--- src/hdl/ppt_pkg.sv ---
`timescale 1ns / 1ps
// ----------------------------------------------------------------------------
// ppt_pkg
// Types and constants shared by the pedometer and pulse tick unit and its
// channel interfaces.
// ----------------------------------------------------------------------------
package ppt_pkg;

  localparam int unsigned CFG_IDX_W  = 1;
  localparam int unsigned CFG_DATA_W = 10;

  localparam logic [CFG_IDX_W-1:0] REG_PULSE_LEVEL = 1'd0;
  localparam logic [CFG_IDX_W-1:0] REG_STRIDE_CM   = 1'd1;

  localparam logic [9:0] PULSE_LEVEL_RST = 10'd600;
  localparam logic [7:0] STRIDE_CM_RST   = 8'd60;

  localparam logic [1:0] MODE_IDLE     = 2'd0;
  localparam logic [1:0] MODE_PEDO     = 2'd1;
  localparam logic [1:0] MODE_HEART    = 2'd2;
  localparam logic [1:0] MODE_ROTATION = 2'd3;

  localparam logic [7:0] BTN1_HIGH = 8'd10;
  localparam logic [7:0] BTN2_LOW  = 8'd100;
  localparam logic [7:0] BTN2_HIGH = 8'd150;
  localparam logic [7:0] BTN3_LOW  = 8'd160;
  localparam logic [7:0] BTN3_HIGH = 8'd200;

  localparam logic [7:0]  SPEED_SCALE = 8'd100;
  localparam logic [15:0] RATE_NUMER  = 16'd6000;
  localparam logic [15:0] SAT16       = 16'hFFFF;

  typedef struct packed {
    logic [9:0] button_sample;
    logic [9:0] pulse_sample;
    logic       step_pin;
  } ppt_in_t;

  typedef struct packed {
    logic [1:0]  mode;
    logic        led;
    logic [15:0] step_total;
    logic [15:0] speed_cm_s;
    logic [23:0] distance_cm;
    logic [12:0] heart_rate_bpm;
    logic [15:0] beat_total;
  } ppt_out_t;

endpackage

--- src/hdl/ppt_if.sv ---
`timescale 1ns / 1ps
// ----------------------------------------------------------------------------
// ppt_in_if / ppt_out_if
// Valid/ready channels carrying tick items and result items.
// ----------------------------------------------------------------------------
interface ppt_in_if import ppt_pkg::*; ();
  logic    valid;
  logic    ready;
  ppt_in_t data;
  modport source (output valid, output data, input ready);
  modport sink   (input valid, input data, output ready);
endinterface

interface ppt_out_if import ppt_pkg::*; ();
  logic     valid;
  logic     ready;
  ppt_out_t data;
  modport source (output valid, output data, input ready);
  modport sink   (input valid, input data, output ready);
endinterface

--- src/hdl/pedometer_pulse_tick_unit.sv ---
`timescale 1ns / 1ps
// ----------------------------------------------------------------------------
// pedometer_pulse_tick_unit
// Per-tick LED divider, ladder button debounce, step counter with speed and
// distance, and pulse beat counter with heart rate.
// ----------------------------------------------------------------------------
// One item is one 10 ms tick. The tick is taken in S_IDLE and its result
// is loaded into the output register from S_DONE, passing through S_DIV
// first when it needs a division (a step edge with a non-zero interval, or
// a pending beat): the speed and the heart rate share one restoring divider
// that resolves one quotient bit per cycle. The input is not ready from
// acceptance until the result has been loaded into the output register; a
// result still waiting to be taken holds off that load.
// ----------------------------------------------------------------------------
module pedometer_pulse_tick_unit import ppt_pkg::*; #(
  parameter int unsigned LED_DIVIDE   = 20,
  parameter int unsigned HISTORY_BITS = 8
) (
  input  logic                  clk_i,
  input  logic                  rst_ni,
  input  logic                  cfg_we_i,
  input  logic [CFG_IDX_W-1:0]  cfg_idx_i,
  input  logic [CFG_DATA_W-1:0] cfg_data_i,
  ppt_in_if.sink                in_i,
  ppt_out_if.source             out_o
);

  localparam int unsigned HB = HISTORY_BITS;
  localparam int unsigned DW = (LED_DIVIDE > 1) ? $clog2(LED_DIVIDE) : 1;
  localparam logic [DW-1:0] DIV_LAST  = DW'(LED_DIVIDE - 1);
  localparam logic [HB-1:0] EDGE_PAT  = {{(HB - HB/2){1'b1}}, {(HB/2){1'b0}}};
  localparam logic [HB-1:0] BEAT_PAT  = {1'b0, {(HB-1){1'b1}}};
  localparam logic [HB-1:0] HIST_ONE  = HB'(1);

  localparam logic [1:0] S_IDLE = 2'd0;
  localparam logic [1:0] S_DIV  = 2'd1;
  localparam logic [1:0] S_DONE = 2'd2;

  logic [1:0]    state_q, state_d;
  logic [9:0]    pulse_level_q;
  logic [7:0]    stride_q;
  logic [DW-1:0] led_div_q, led_div_d;
  logic          led_q, led_d;
  logic [HB-1:0] btn_hist_q [3];
  logic [HB-1:0] btn_hist_d [3];
  logic [1:0]    mode_q, mode_d;
  logic [HB-1:0] step_hist_q, step_hist_d;
  logic [15:0]   step_cnt_q, step_cnt_d;
  logic [15:0]   step_ivl_q, step_ivl_d;
  logic [15:0]   speed_q, speed_d;
  logic [HB-1:0] pulse_hist_q, pulse_hist_d;
  logic [15:0]   beat_ticks_q, beat_ticks_d;
  logic          beat_pend_q, beat_pend_d;
  logic [15:0]   beat_cnt_q, beat_cnt_d;
  logic [12:0]   rate_q, rate_d;

  logic [15:0]   div_rem_q, div_rem_d;
  logic [15:0]   div_quo_q, div_quo_d;
  logic [15:0]   div_den_q, div_den_d;
  logic [3:0]    div_cnt_q, div_cnt_d;
  logic          div_rate_q, div_rate_d;

  logic          out_valid_q, out_valid_d;
  ppt_out_t      out_q;
  logic          out_load;

  logic          accept;
  logic [7:0]    v;
  logic [2:0]    btn;
  logic [2:0]    trig;
  logic [15:0]   ticks_inc;
  logic [16:0]   trial;
  logic          ge;
  logic [15:0]   quo_next;

  assign accept      = in_i.valid & in_i.ready;
  assign in_i.ready  = (state_q == S_IDLE);
  assign out_o.valid = out_valid_q;
  assign out_o.data  = out_q;
  assign out_load    = (state_q == S_DONE) & (~out_valid_q | out_o.ready);

  assign v      = in_i.data.button_sample[9:2];
  assign btn[0] = ~(v < BTN1_HIGH);
  assign btn[1] = ~((v > BTN2_LOW) & (v < BTN2_HIGH));
  assign btn[2] = ~((v > BTN3_LOW) & (v < BTN3_HIGH));

  assign ticks_inc = (beat_ticks_q == SAT16) ? SAT16 : beat_ticks_q + 16'd1;

  // shared restoring divider step
  assign trial    = {div_rem_q, div_quo_q[15]};
  assign ge       = (trial >= {1'b0, div_den_q});
  assign quo_next = {div_quo_q[14:0], ge};

  always_comb begin
    state_d      = state_q;
    led_div_d    = led_div_q;
    led_d        = led_q;
    mode_d       = mode_q;
    step_hist_d  = step_hist_q;
    step_cnt_d   = step_cnt_q;
    step_ivl_d   = step_ivl_q;
    speed_d      = speed_q;
    pulse_hist_d = pulse_hist_q;
    beat_ticks_d = beat_ticks_q;
    beat_pend_d  = beat_pend_q;
    beat_cnt_d   = beat_cnt_q;
    rate_d       = rate_q;
    div_rem_d    = div_rem_q;
    div_quo_d    = div_quo_q;
    div_den_d    = div_den_q;
    div_cnt_d    = div_cnt_q;
    div_rate_d   = div_rate_q;
    out_valid_d  = out_valid_q;
    for (int i = 0; i < 3; i++) begin
      trig[i]        = (btn_hist_q[i] == EDGE_PAT);
      btn_hist_d[i]  = btn_hist_q[i];
    end

    if (out_o.ready) begin
      out_valid_d = 1'b0;
    end

    case (state_q)
      S_IDLE: begin
        if (accept) begin
          state_d = S_DONE;
          if (led_div_q == DIV_LAST) begin
            led_div_d = '0;
            led_d     = ~led_q;
          end else begin
            led_div_d = led_div_q + DW'(1);
          end
          for (int i = 0; i < 3; i++) begin
            btn_hist_d[i] = {btn_hist_q[i][HB-2:0], btn[i]};
          end
          if (trig[0]) begin
            mode_d = MODE_PEDO;
          end else if (trig[1]) begin
            mode_d     = MODE_HEART;
            beat_cnt_d = '0;
          end else if (trig[2]) begin
            mode_d = MODE_ROTATION;
          end else if (mode_q == MODE_PEDO) begin
            if (step_hist_q == EDGE_PAT) begin
              step_cnt_d = (step_cnt_q == SAT16) ? SAT16 : step_cnt_q + 16'd1;
              if (step_ivl_q == '0) begin
                speed_d = SAT16;
              end else begin
                div_rem_d  = '0;
                div_quo_d  = 16'(stride_q) * 16'(SPEED_SCALE);
                div_den_d  = step_ivl_q;
                div_cnt_d  = 4'd15;
                div_rate_d = 1'b0;
                state_d    = S_DIV;
              end
              step_ivl_d = '0;
            end else begin
              step_ivl_d = (step_ivl_q == SAT16) ? SAT16 : step_ivl_q + 16'd1;
            end
            step_hist_d = {step_hist_q[HB-2:0], in_i.data.step_pin};
          end else if (mode_q == MODE_HEART) begin
            beat_ticks_d = ticks_inc;
            if (beat_pend_q) begin
              div_rem_d    = '0;
              div_quo_d    = RATE_NUMER;
              div_den_d    = ticks_inc;
              div_cnt_d    = 4'd15;
              div_rate_d   = 1'b1;
              state_d      = S_DIV;
              beat_pend_d  = 1'b0;
              beat_ticks_d = '0;
            end
            pulse_hist_d = {pulse_hist_q[HB-2:0],
                            (in_i.data.pulse_sample > pulse_level_q)};
            if ({pulse_hist_q[HB-2:0], (in_i.data.pulse_sample > pulse_level_q)}
                == BEAT_PAT) begin
              beat_cnt_d  = (beat_cnt_q == SAT16) ? SAT16 : beat_cnt_q + 16'd1;
              beat_pend_d = 1'b1;
            end
          end
        end
      end
      S_DIV: begin
        div_rem_d = ge ? 16'(trial - {1'b0, div_den_q}) : trial[15:0];
        div_quo_d = quo_next;
        div_cnt_d = div_cnt_q - 4'd1;
        if (div_cnt_q == 4'd0) begin
          state_d = S_DONE;
          if (div_rate_q) begin
            rate_d = quo_next[12:0];
          end else begin
            speed_d = quo_next;
          end
        end
      end
      S_DONE: begin
        if (out_load) begin
          out_valid_d = 1'b1;
          state_d     = S_IDLE;
        end
      end
      default: begin
        state_d = S_IDLE;
      end
    endcase
  end

  always_ff @(posedge clk_i or negedge rst_ni) begin
    if (!rst_ni) begin
      state_q       <= S_IDLE;
      pulse_level_q <= PULSE_LEVEL_RST;
      stride_q      <= STRIDE_CM_RST;
      led_div_q     <= '0;
      led_q         <= 1'b0;
      for (int i = 0; i < 3; i++) begin
        btn_hist_q[i] <= HIST_ONE;
      end
      mode_q        <= MODE_IDLE;
      step_hist_q   <= HIST_ONE;
      step_cnt_q    <= '0;
      step_ivl_q    <= '0;
      speed_q       <= '0;
      pulse_hist_q  <= '0;
      beat_ticks_q  <= '0;
      beat_pend_q   <= 1'b0;
      beat_cnt_q    <= '0;
      rate_q        <= '0;
      div_cnt_q     <= '0;
      div_rate_q    <= 1'b0;
      out_valid_q   <= 1'b0;
    end else begin
      state_q      <= state_d;
      if (cfg_we_i) begin
        case (cfg_idx_i)
          REG_PULSE_LEVEL: pulse_level_q <= cfg_data_i;
          REG_STRIDE_CM:   stride_q      <= cfg_data_i[7:0];
          default: begin
          end
        endcase
      end
      led_div_q    <= led_div_d;
      led_q        <= led_d;
      for (int i = 0; i < 3; i++) begin
        btn_hist_q[i] <= btn_hist_d[i];
      end
      mode_q       <= mode_d;
      step_hist_q  <= step_hist_d;
      step_cnt_q   <= step_cnt_d;
      step_ivl_q   <= step_ivl_d;
      speed_q      <= speed_d;
      pulse_hist_q <= pulse_hist_d;
      beat_ticks_q <= beat_ticks_d;
      beat_pend_q  <= beat_pend_d;
      beat_cnt_q   <= beat_cnt_d;
      rate_q       <= rate_d;
      div_cnt_q    <= div_cnt_d;
      div_rate_q   <= div_rate_d;
      out_valid_q  <= out_valid_d;
    end
  end

  always_ff @(posedge clk_i) begin
    div_rem_q <= div_rem_d;
    div_quo_q <= div_quo_d;
    div_den_q <= div_den_d;
    if (out_load) begin
      out_q.mode           <= mode_q;
      out_q.led            <= led_q;
      out_q.step_total     <= step_cnt_q;
      out_q.speed_cm_s     <= speed_q;
      out_q.distance_cm    <= 24'(step_cnt_q) * 24'(stride_q);
      out_q.heart_rate_bpm <= rate_q;
      out_q.beat_total     <= beat_cnt_q;
    end
  end

`ifndef NO_ASSERTIONS
  a_busy_after_accept: assert property (@(posedge clk_i) disable iff (!rst_ni)
    accept |=> !in_i.ready)
    else $error("input ready right after an accepted item");

  a_result_from_done: assert property (@(posedge clk_i) disable iff (!rst_ni)
    $rose(out_valid_q) |-> $past(state_q) == S_DONE)
    else $error("result raised outside the load step");

  a_div_finishes: assert property (@(posedge clk_i) disable iff (!rst_ni)
    (state_q == S_DIV) && (div_cnt_q == 4'd0) |=> state_q == S_DONE)
    else $error("divider did not finish after its last step");

  a_rate_range: assert property (@(posedge clk_i) disable iff (!rst_ni)
    rate_q <= RATE_NUMER[12:0])
    else $error("heart rate beyond its range");
`endif

endmodule
--- src/flat_wrapper.sv ---
// flat-port wrapper written by rule: the top's interface ports become plain ports
module pedometer_pulse_tick_unit_flat import ppt_pkg::*;
#(
  parameter int unsigned LED_DIVIDE   = 20,
  parameter int unsigned HISTORY_BITS = 8
)
  (clk_i, rst_ni, cfg_we_i, cfg_idx_i, cfg_data_i, in_i_valid, in_i_data, in_i_ready, out_o_valid, out_o_data, out_o_ready);
  ppt_in_if in_i_i ();
  ppt_out_if out_o_i ();
  input  logic clk_i;
  input  logic rst_ni;
  input  logic cfg_we_i;
  input  logic [CFG_IDX_W-1:0] cfg_idx_i;
  input  logic [CFG_DATA_W-1:0] cfg_data_i;
  input wire logic [$bits(in_i_i.valid)-1:0] in_i_valid;
  input wire logic [$bits(in_i_i.data)-1:0] in_i_data;
  output wire logic [$bits(in_i_i.ready)-1:0] in_i_ready;
  output wire logic [$bits(out_o_i.valid)-1:0] out_o_valid;
  output wire logic [$bits(out_o_i.data)-1:0] out_o_data;
  input wire logic [$bits(out_o_i.ready)-1:0] out_o_ready;
  assign in_i_i.valid = in_i_valid;
  assign in_i_i.data = in_i_data;
  assign in_i_ready = in_i_i.ready;
  assign out_o_valid = out_o_i.valid;
  assign out_o_data = out_o_i.data;
  assign out_o_i.ready = out_o_ready;
  pedometer_pulse_tick_unit #(.LED_DIVIDE(LED_DIVIDE), .HISTORY_BITS(HISTORY_BITS)) u_core (.clk_i(clk_i), .rst_ni(rst_ni), .cfg_we_i(cfg_we_i), .cfg_idx_i(cfg_idx_i), .cfg_data_i(cfg_data_i), .in_i(in_i_i), .out_o(out_o_i));
endmodule
--- config.mk ---
export PLATFORM = sky130hd
export DESIGN_NAME = pedometer_pulse_tick_unit_flat
export DESIGN_NICKNAME = d
export VERILOG_FILES = /design/src/hdl/ppt_pkg.sv /design/src/hdl/ppt_if.sv /design/src/hdl/pedometer_pulse_tick_unit.sv /design/src/flat_wrapper.sv
export SDC_FILE = /design/constraint.sdc
export NUM_CORES = 1
export LEC_CHECK = 0
export BUFFER_PORTS_ARGS = -buffer_cell sky130_fd_sc_hd__clkbuf_2
export CAP_MARGIN = 20
export CORE_AREA = 2 2 180 270
export DETAILED_ROUTE_END_ITERATION = 6
export DIE_AREA = 0 0 182 272
export PLACE_DENSITY = 0.66
export SLEW_MARGIN = 20
export SYNTH_ARGS = -nofsm -noshare
export SYNTH_HDL_FRONTEND = slang
export SYNTH_SLANG_ARGS = --single-unit
--- constraint.sdc ---
create_clock -name clk_i -period 7.4 [get_ports clk_i]
set_clock_uncertainty 0.1 [all_clocks]
set_input_delay 1.11 -clock clk_i [delete_from_list [all_inputs] [get_ports clk_i]]
set_output_delay 1.11 -clock clk_i [all_outputs]
set_load 0.02 [all_outputs]
==> results.md, run 1 <==
* Period utilization at 0.761
* Worst reg2reg endpoint: u_core.out_o.data[51]
* Post-synth EDFFs at about 140
* I/O Pins at 127
* RSZ-0062 raised after global routing: no
* Final wirelength at 41,500 um
* Worst setup margin at 1.77 ns
* Chip Width at 182 um
* Overflow after GRT at 0
* Pwr/cell area at between 200 and 250 nW/um^2
* R2r worst-path depth at 16
* Reg power frac at 0.460
* Status: finished, final reports clean
* # DRC at 0
* Slew @ Worst Pin at between 1 and 1.5 ns
* Maximum vdd drop at between 0.15 and 0.2 mV
* Area of the core at 47,300 um^2
* Placer Congestion at between 0.8 and 0.9
* Tightest hold margin at 0.346 ns
* Global-route wire length before repair at ~69,000 um
* Syn_nets at between 2k and 2.5k
* Pleak at 9.56 nW
* Yosys cell types at between 70 and 80
* Startpoint type of the worst setup path: flop
* Initial antenna violation count at 0
* Drt first pass iters at 5
* Max Clk Rate at around 0.18 GHz
* HP Class: flop to flop
* CTS tree: done
* # H-tree levels at 1
* Fin Setup TNS at 0 ns
* Cts hold-fix bufs at 0
* Setup slack, reg-to-reg at between 1.5 and 2 ns
* Worst EP required at around 7.6 ns
* Syn Std Cell Area at 18,700 um^2
* CTS Buf Count at 30
* Layout cells sized above 1 at 0.135
* Clock root cell: clkbuf_16
* Largest net degree at the start of global routing at 95
* Clock buffer depth at 3
* Filler cell count at between 4k and 5k
* Worst-Skew Late Latency at ~0.57 ns
* Max_cap viols at 0
* Register area share after synthesis at 0.443
* Die ar. at ~50,000 um^2
* Post-DP HPWL at between 30,000 and 40,000 um
* P&R area growth vs syn at 11.8%
* # nets final at 2,156
* Post-cts gate resize count at 0
* Clk sink count at roughly 300
* DR WL/cell at 16.3 um
* Synth Register Bits at 303
* HP Start: u_core.speed_q[0]
* Hold EP: u_core.out_o.data[53]
* P_int at about 3.1 mW
* CP max FO at 18
* Clock Power Share at 0.359
* WS Path Type: flop to flop
* Top cells by count, synth: nand2_1, inv_1, dfrtp_1, edfxtp_1, and2_1
* Port Buffers at ~120
* Switching share of power at 0.288
* Switching pwr at about 1.3 mW
* Comb power frac at 0.181
* Tot Pwr at roughly 4.4 mW
* Slew Limit Fails at 0
* Dpl ws at around 1.8 ns
* Crit path DAT at slightly below 6 ns
* Syn avg cell area at approximately 10 um^2
* Mapped Cells at around 1.8k
* Most common cell in the netlist: nand2_1
* Total GRT Usage at 0.170
* Ys Warns at 0
* Minimum clock period at ~5.6 ns
* Vias after detailed routing at roughly 13k
* Antenna diode count at 0
* FF-to-FF Start: u_core.stride_q[6]
* Leading area contributor after synthesis: edfxtp_1
* Setup Fix Bufs, Post-CTS at 0
* WHS Path Cells at 0
* # rows at 98
* Top cell type's share of synthesized area at 0.218
* FFs w/ async S/R, synth at 0.551
* Initial core utilization at 0.395
* 1st-iter DRT viols at 637
* Clock Pin Slew Worst Setup and Hold Paths at roughly 0.070 ns
* Vias per Instance at ~5.2
* Final hold vios at 0
* Ys flop type: dfrtp_1
* Die height at 272 um
* Crit. End Element: flop
* Final setup vio count at 0
* Routed Antenna Nets at 0
* Top area cells in the synthesized netlist: edfxtp_1, dfrtp_1, fa_1, ha_1, nand2_1
* Number of global-route vias before repair at ~14k
* Max-slew headroom at 0.285
==> how the worst max path moves through the flow <==
stage	to	depth (start not counted)	startpoint
after floorplan	u_core.out_o.data[0]	2	out_o_ready
after global placement	u_core.out_o.data[51]	16	u_core.stride_q[4]
after detailed placement	u_core.out_o.data[51]	16	u_core.stride_q[3]
after CTS	u_core.out_o.data[51]	16	u_core.stride_q[3]
after global routing	u_core.out_o.data[51]	16	u_core.stride_q[6]
final	u_core.out_o.data[51]	16	u_core.stride_q[6]
==> logic make-up (layout without fill, tap and decap cells) <==
family / after synthesis / count (layout) / synth area share
muxes: 54 / 54 / 0.0310
and+or+nand+nor: 653 / 653 / 0.173
DFF: 303 / 303 / 0.443
AOI/OAI and AO/OA: 325 / 325 / 0.112
xor gates and xnor gates: 48 / 48 / 0.0225
adders and majority gates: 195 / 195 / 0.166
buffers and inverters: 254 / 370 / 0.0532
==> cells in the final DEF, fill, tap and decap left out, types with 5 or more instances in the layout <==
cell type | synthesis | layout
o21a_1 | 22 | 22
and3_1 | 16 | 16
and2_1 | 118 | 118
o31ai_1 | 14 | 14
a21boi_0 | 6 | 6
a211oi_1 | 7 | 7
dfstp_2 | 12 | 12
mux2_2 | 31 | 31
edfxtp_1 | 136 | 136
nor2_1 | 109 | 108
nand3_1 | 34 | 34
a21o_1 | 17 | 17
clkbuf_2 | 0 | 123
nor3_1 | 26 | 25
buf_4 | 3 | 14
xor2_1 | 27 | 27
ha_1 | 107 | 107
a21oi_1 | 86 | 85
mux2i_1 | 23 | 23
o21ai_0 | 81 | 81
nor2b_1 | 22 | 21
dfrtp_1 | 155 | 155
a31o_2 | 7 | 7
o22a_1 | 15 | 15
clkbuf_16 | 0 | 32
nand4_1 | 17 | 17
inv_1 | 176 | 176
nor4_1 | 5 | 5
clkinv_2 | 0 | 6
xnor2_1 | 21 | 21
a31oi_1 | 23 | 23
and4_1 | 9 | 9
fa_1 | 88 | 88
nand2b_1 | 17 | 17
nand2_1 | 246 | 246
==> metal layers <==
metal  global-route usage  wire (um)  part of all wire  vias to the layer above
met3               0.0179       1440             0.035                       73
met5                    0          0                 0                        -
li1                     -          -                 -                     6436
met4               0.0660       1390             0.034                        0
met2                0.317      21800              0.53                      267
met1                0.198      16900              0.41                     6550
==> registers in the layout, summed over array words and instances (netlist names), 13 cells and up <==
register,count
u_core.out_o.data,88
u_core.btn_hist_q,24
u_core.beat_cnt_q,16
u_core.beat_ticks_q,16
u_core.div_den_q,16
u_core.div_quo_q,16
u_core.div_rem_q,16
u_core.speed_q,16
u_core.step_cnt_q,16
u_core.step_ivl_q,16
u_core.rate_q,13
==> metrics by stage <==
stage                     std cells  cell area [um^2]  utilization
after global placement         2492             19900        0.420
after CTS                      2548             20900        0.442
after floorplan                1832             18700            -
after detailed placement       2492             19900        0.420
final                          2548             20900        0.442
after global routing           2548             20900        0.442
==> area by class of cell <==
| cell class | instances | area [um^2] | share of cell area |
|---|---|---|---|
| Multi-Input combinational cell | 1275 | 9460 | 0.453 |
| Sequential cell | 303 | 8280 | 0.396 |
| Clock buffer | 40 | 871 | 0.0417 |
| Tap cell | 600 | 751 | 0.0359 |
| Timing Repair Buffer | 138 | 732 | 0.0350 |
| Inverter | 176 | 661 | 0.0316 |
| Clock inverter | 16 | 154 | 0.00736 |
==> power groups by stage <==
stage / logic, mW / clock network (mW) / registers, mW
3_5_place_dp: 0.799 / 0 / 2.06
2_1_floorplan: 0.524 / 0 / 2.09
3_3_place_gp: 0.776 / 0 / 2.05
6_report: 0.794 / 1.58 / 2.02
5_1_grt: 0.902 / 1.68 / 2.04
4_1_cts: 0.806 / 1.63 / 2.02
==> critical path, stage by stage, from the launching register on <==
cell and delay, ns:
dfrtp_1 0.75, nand2_1 0.16, fa_1 0.52, fa_1 0.56, inv_1 0.06, fa_1 0.54, inv_1 0.06, fa_1 0.53
inv_1 0.04, ha_1 0.35, a21o_1 0.18, a21o_1 0.17, a221oi_1 0.55, o21ai_0 0.32, nand4_1 0.19, o21ai_0 0.14
xor2_1 0.16
No activity file was read; power rests on OpenSTA's default activity.
==> inputs of run 2 (changes only) <==
--- a/config.mk
+++ b/config.mk
@@ -5,11 +5,12 @@
 export SDC_FILE = /design/constraint.sdc
 export NUM_CORES = 1
 export LEC_CHECK = 0
+export ABC_AREA = 1
 export BUFFER_PORTS_ARGS = -buffer_cell sky130_fd_sc_hd__clkbuf_2
 export CAP_MARGIN = 20
-export CORE_AREA = 2 2 180 270
+export CORE_AREA = 2 2 186 279
 export DETAILED_ROUTE_END_ITERATION = 6
-export DIE_AREA = 0 0 182 272
+export DIE_AREA = 0 0 188 281
 export PLACE_DENSITY = 0.66
 export SLEW_MARGIN = 20
 export SYNTH_ARGS = -nofsm -noshare
==> constraint.sdc (replaced) <==
create_clock -name clk_i -period 5.76 [get_ports clk_i]
set_clock_uncertainty 0.1 [all_clocks]
set_input_delay 0.864 -clock clk_i [delete_from_list [all_inputs] [get_ports clk_i]]
set_output_delay 0.864 -clock clk_i [all_outputs]
set_load 0.02 [all_outputs]
==> results.md, run 2 <==
* Drt first pass iters at 5 (unchanged)
* Overflow after GRT at 0 (unchanged)
* Worst-Skew Late Latency at 0.53 ns (-0.04 ns)
* Port Buffers at 124 (unchanged)
* Max Clk Rate at 0.202 GHz (+14%)
* Largest net degree at the start of global routing at 168 (+77%)
* Commonest non-fill, non-tap cell in the layout: nand2_1
* Post-synth EDFFs at 136 (unchanged)
* Clk sink count at 303 (unchanged)
* Post-cts gate resize count at 0 (unchanged)
* Startpoint type of the worst setup path: flop
* Maximum vdd drop at 0.304 mV (+91%)
* Syn avg cell area at 8.18 um^2 (-20%)
* Dpl ws at 0.813 ns (-0.956 ns)
* Most frequent cells in the layout: nand2_1, inv_1, dfrtp_1
* Initial core utilization at 0.396 (+0.000778)
* DR WL/cell at 15.1 um (-7.6%)
* CTS Buf Count at 34 (+13%)
* Clock root cell: clkbuf_16
* Leading area contributor after synthesis: edfxtp_1
* P&R area growth vs syn at 11.9%
* Pleak at 11.8 nW (+24%)
* Ys flop type: dfrtp_1
* Crit path DAT at 5.13 ns (-0.73 ns)
* Total GRT Usage at 0.187 (+0.0172)
* Worst setup margin at 0.808 ns (-0.957 ns)
* Setup Fix Bufs, Post-CTS at 0 (unchanged)
* Syn_nets at 2,673 (+30%)
* Final wirelength at 48,600 um (+17%)
* Status: finished, final reports clean
* Minimum clock period at 4.95 ns (-0.683 ns)
* Routed Antenna Nets at 0 (unchanged)
* Top cells by count, synth: nand2_1, inv_1, dfrtp_1, nor2_1, nand3_1
* Max reg flops at 88 (unchanged)
* Antenna diode count at 0 (unchanged)
* FFs w/ async S/R, synth at 0.551 (unchanged)
* Clock buffer depth at 3 (unchanged)
* HP Class: input pin to async pin
* Filler cell count at 4,901 (+8.8%)
* Clock Pin Slew Worst Setup and Hold Paths at 0.06 ns (about the same)
* Layout cells sized above 1 at 0.0964 (-0.0386)
* Tightest hold margin at 0.311 ns (-0.0348 ns)
* Slew Limit Fails at 0 (unchanged)
* Top area cells in the synthesized netlist: edfxtp_1, dfrtp_1, nand2_1, fa_1, inv_1
* Placer Congestion at 0.920 (+8.5%)
* Synth Register Bits at 303 (unchanged)
* Most common cell in the netlist: nand2_1
* RSZ-0062 raised after global routing: no
* Final setup vio count at 0 (unchanged)
* CTS tree: done
* Vias per Instance at 4.94 (-5.6%)
* Number of global-route vias before repair at 16.4k (+20%)
* Max-slew headroom at 0.329 (+0.0445)
* Initial antenna violation count at 4 (+4)
* WS Path Type: flop to flop
* Mapped Cells at 2,441 (+33%)
* # rows at 101 (+3.1%)
* Period utilization at 0.860 (+0.0982)
* Pwr/cell area at 356 nW/um^2 (+69%)
* Ys Warns at 0 (unchanged)
* Area of the multi-input gates at 9570 um^2 (+1.2%)
* Area of the core at 50,400 um^2 (+6.5%)
* Crit. End Element: flop
* Worst EP required at 5.93 ns (-1.69 ns)
* Slew @ Worst Pin at 1.01 ns (-0.0668 ns)
* Yosys cell types at 46 (-40%)
* Max_cap viols at 0 (unchanged)
* Die ar. at 52,800 um^2 (+6.7%)
* Vias after detailed routing at 16.0k (+20%)
* Post-DP HPWL at 36,100 um (+20%)
* I/O Pins at 127 (unchanged)
* CP max FO at 20 (+2)
* Top cell type's share of synthesized area at 0.205 (-0.0138)
* Die height at 281 um (+3.3%)
* # nets final at 2,767 (+28%)
* Chip Width at 188 um (+3.3%)
* # H-tree levels at 2 (+1)
* Register area share after synthesis at 0.415 (-0.0279)
* Register area at 8280 um^2 (unchanged)
* Fin Setup TNS at 0 ns (unchanged)
* 1st-iter DRT viols at 1,067 (+68%)
* Cts hold-fix bufs at 0 (unchanged)
* Syn Std Cell Area at 20,000 um^2 (+6.7%)
* Final hold vios at 0 (unchanged)
* # DRC at 0 (unchanged)
* Tot Pwr at 7.95 mW (+81%)
* Global-route wire length before repair at 79,900 um (+16%)
-- run 2: changes by cell type after synthesis, sizes merged, moves of 38 or more --
cell | previous run | this run
and2 | 118 | 2
inv | 176 | 465
nand2 | 248 | 715
nand3 | 35 | 141
nand4 | 17 | 55
nor2 | 112 | 160
o21ai | 85 | 138
-- run 2: routing by layer --
metal | global-route usage | share of wire | up-vias
met5 | 0 | 0 | -
met4 | 0.0844 | 0.040 | 0
li1 | - | - | 7832
met2 | 0.353 | 0.52 | 388
met1 | 0.209 | 0.40 | 7620
met3 | 0.0216 | 0.041 | 113
-- run 2: per-stage QoR --
stage | utilization | std cells | area, um^2
global placement | 0.420 | 3168 | 21200
CTS | 0.443 | 3230 | 22300
detailed placement | 0.420 | 3168 | 21200
global route | 0.443 | 3230 | 22300
finish | 0.443 | 3230 | 22300
floorplan | - | 2441 | 20000
-- run 2: logic make-up after synthesis --
| group | after synthesis | synth area share |
|---|---|---|
| and+or+nand+nor | 1121 | 0.239 |
| DFF | 303 | 0.415 |
| adders and majority gates | 195 | 0.155 |
| xor gates and xnor gates | 56 | 0.0246 |
| buffers and inverters | 543 | 0.107 |
| AOI/OAI and AO/OA | 223 | 0.0602 |
-- run 2: power breakdown --
| part | total, mW | switching, mW | leakage, nW | internal, mW |
|---|---|---|---|---|
| registers | 3.27 | 0.329 | 3.37 | 2.94 |
| clock network | 2.32 | 0.920 | 0.577 | 1.40 |
| logic | 2.36 | 1.61 | 7.90 | 0.744 |
| total | 7.95 | 2.86 | 11.8 | 5.09 |
-- run 2: critical path: stages, from the launching register on --
cell and delay [ns]:
dfrtp_1 0.85, nand2_1 0.17, fa_1 0.55, fa_1 0.55, inv_1 0.06, fa_1 0.53
inv_1 0.06, fa_1 0.54, inv_1 0.04, ha_1 0.34, a21oi_1 0.24, nor2_1 0.09
nor2_1 0.09, nand2_1 0.13, nand3_1 0.11, nand2_1 0.07, xor2_1 0.14
-- run 2: final cells by class --
class	instances	share of cell area
clock buffers	39	0.0403
clock inverters	23	0.0128
inverters	467	0.0786
multi-input cells	1595	0.428
flip-flops and latches	303	0.370
well taps	669	0.0375
repair buffers	134	0.0320
-- run 2: final timing paths --
check	start	end	slack, ns	cells after the start
max	u_core.stride_q[7]	u_core.out_o.data[47]	0.81	16
min	rst_ni	u_core.led_q	0.31	2
max reg2reg	u_core.stride_q[7]	u_core.out_o.data[47]	0.81	16
min reg2reg	u_core.speed_q[2]	u_core.out_o.data[55]	0.35	0
max in group asynchronous	rst_ni	u_core.speed_q[5]	4.45	2
min in group clk_i	u_core.speed_q[2]	u_core.out_o.data[55]	0.35	0
==> inputs of run 3 (changes only) <==
--- a/config.mk
+++ b/config.mk
@@ -5,12 +5,11 @@
 export SDC_FILE = /design/constraint.sdc
 export NUM_CORES = 1
 export LEC_CHECK = 0
-export ABC_AREA = 1
 export BUFFER_PORTS_ARGS = -buffer_cell sky130_fd_sc_hd__clkbuf_2
 export CAP_MARGIN = 20
-export CORE_AREA = 2 2 186 279
+export CORE_AREA = 2 2 180 270
 export DETAILED_ROUTE_END_ITERATION = 6
-export DIE_AREA = 0 0 188 281
+export DIE_AREA = 0 0 182 272
 export PLACE_DENSITY = 0.66
 export SLEW_MARGIN = 20
 export SYNTH_ARGS = -nofsm -noshare
==> results.md, run 3 (synthesized netlist as in run 1, its figures left out) <==
* Worst-Skew Late Latency at 0.57 ns (+0.04 ns)
* Placer Congestion at 0.850 (-7.7%)
* Max reg flops at 88 (unchanged)
* Final setup vio count at 0 (unchanged)
* Pleak at 9.59 nW (-19%)
* Routed Antenna Nets at 0 (unchanged)
* Startpoint type of the worst setup path: flop
* Worst setup margin at 0.448 ns (-0.360 ns)
* I/O Pins at 127 (unchanged)
* Non-filler cells in the finished layout at 2,558 (-21%)
* Die height at 272 um (-3.2%)
* Slowest cell on crit path: dfstp_2
* Switching share of power at 0.287 (-0.0727)
* RSZ-0062 raised after global routing: no
* Total GRT Usage at 0.171 (-0.0155)
* P_int at 3.99 mW (-22%)
* Post-DP HPWL at 30,700 um (-15%)
* Slew @ Worst Pin at 0.965 ns (-0.0407 ns)
* Most frequent cells in the layout: nand2_1, inv_1, dfrtp_1
* Fin Setup TNS at 0 ns (unchanged)
* Comb power frac at 0.189 (-0.107)
* Chip Width at 182 um (-3.2%)
* Crit-path cells: buf_4, and2_1, fa_1, fa_1, fa_1, inv_1, fa_1, inv_1, ha_1, nand2_1, nor2_1, nand2_1, o21ai_0, nand4_1, o21ai_0, xor2_1
* Number of global-route vias before repair at 13.9k (-15%)
* Crit path max-delay family: adder cells
* Final wirelength at 41,900 um (-14%)
* Dpl ws at 0.442 ns (-0.370 ns)
* Reg power frac at 0.459 (+0.047)
* Cts hold-fix bufs at 0 (unchanged)
* Period utilization at 0.922 (+0.0626)
* Largest net degree at the start of global routing at 92 (-45%)
* Die ar. at 49,500 um^2 (-6.3%)
* CP max FO at 12 (-40%)
* Minimum clock period at 5.31 ns (+0.360 ns)
* Setup slack, reg-to-reg at 0.45 ns (-0.36 ns)
* Crit. End Element: flop
* Crit path DAT at 5.52 ns (+0.39 ns)
* Port Buffers at 124 (unchanged)
* Clk sink count at 303 (unchanged)
* Placed cells at 2,505 (-21%)
* Final hold vios at 0 (unchanged)
* Initial antenna violation count at 0 (-4)
* Max-slew headroom at 0.356 (+0.0272)
* Pwr/cell area at 267 nW/um^2 (-25%)
* Most used cell, CP: fa_1
* Global-route wire length before repair at 69,400 um (-13%)
* # nets final at 2,168 (-22%)
* Switching pwr at 1.61 mW (-44%)
* Clock buffer depth at 3 (unchanged)
* Clock root cell: clkbuf_16
* Tightest hold margin at 0.266 ns (-0.0446 ns)
* # rows at 98 (-3.0%)
* FF-to-FF Start: u_core.stride_q[5]
* Most Used Layer, Global Route: met2
* Clock Power Share at 0.352 (+0.060)
* Max Clk Rate at 0.188 GHz (-6.8%)
* Met1 usage at 0.194 (-0.0155)
* Antenna diode count at 0 (unchanged)
* WP buf/inv at 3 (unchanged)
* Drt first pass iters at 5 (unchanged)
* # DRC at 0 (unchanged)
* Critical path launch point: u_core.stride_q[5]
* HP Class: input pin to async pin
* Vias per Instance at 5.26 (+6.5%)
* Commonest non-fill, non-tap cell in the layout: nand2_1
* GRT met3 Usage at 0.0205 (-0.00115)
* Worst reg2reg endpoint: u_core.out_o.data[51]
* Finished Core Util at 0.443 (about the same)
* Layout cells sized above 1 at 0.139 (+0.0430)
* Initial core utilization at 0.395 (-0.000778)
* Crit-path max cell delay at 0.66 ns (-0.19 ns)
* Vias after detailed routing at 13.4k (-16%)
* Post-cts gate resize count at 0 (unchanged)
* Clock Pin Slew Worst Setup and Hold Paths at 0.07 ns (about the same)
* WS Path Type: flop to flop
* P&R area growth vs syn at 12.0%
* # H-tree levels at 1 (-1)
* Area of the core at 47,300 um^2 (-6.1%)
* Overflow after GRT at 0 (unchanged)
* Maximum vdd drop at 0.227 mV (-25%)
* R2r worst-path depth at 16 (unchanged)
* Status: finished, final reports clean
* CTS tree: done
* Slew Limit Fails at 0 (unchanged)
* Met2 Use GR at 0.329 (-0.0240)
* CTS Buf Count at 29 (-15%)
* Max_cap viols at 0 (unchanged)
* Setup Fix Bufs, Post-CTS at 0 (unchanged)
* Worst EP required at 5.97 ns (+0.04 ns)
* 1st-iter DRT viols at 642 (-40%)
* DR WL/cell at 16.4 um (+8.8%)
## run 3: cell types whose count changed in the layout (fill, tap and decap cells not counted), sizes merged, moves of 18 or more
| cell | delta |
|---|---|
| nor2b | +22 |
| a21oi | +29 |
| a31oi | +18 |
| mux2i | +23 |
| nand4 | -38 |
| nand2 | -467 |
| inv | -290 |
| nand3 | -106 |
| mux2 | +31 |
| and2 | +116 |
| o21ai | -53 |
| o21a | +22 |
| nor2 | -48 |
## run 3: layout make-up
class	instances	area [um^2]
multi-input combinational	1275	9460
inverter	176	661
sequential	303	8280
timing repair buffer	151	842
tap	600	751
clock buffer	32	747
clock inverter	21	224
fill	4491	26400
## run 3: power by group through the flow
stage	combinational, mW	clock, mW	sequential [mW]
finish	1.06	1.97	2.57
global route	1.21	2.11	2.59
CTS	1.08	2.03	2.57
detailed placement	1.07	0	2.61
global placement	1.04	0	2.61
floorplan	0.673	0	2.67
## run 3: layer usage
metal  vias to the layer above  share of wire
met4                         0          0.030
met2                       269           0.53
met3                        73          0.032
li1                       6457              -
met5                         -              0
met1                      6650           0.40
## run 3: worst max-delay path by stage
stage	slack, ns	to	depth (start not counted)
after floorplan	0.68	u_core.out_o.data[51]	17
after global placement	0.53	u_core.out_o.data[51]	16
after detailed placement	0.44	u_core.out_o.data[51]	16
after CTS	0.42	u_core.out_o.data[51]	16
after global routing	0.17	u_core.out_o.data[51]	16
final	0.45	u_core.out_o.data[51]	16
## run 3: per-stage QoR
| stage | area [um^2] | power, mW |
|---|---|---|
| final | 21000 | 5.60 |
| after global routing | 21000 | 5.91 |
| after CTS | 21000 | 5.68 |
| after detailed placement | 20000 | 3.68 |
| after global placement | 20000 | 3.64 |
| after floorplan | 18700 | 3.35 |
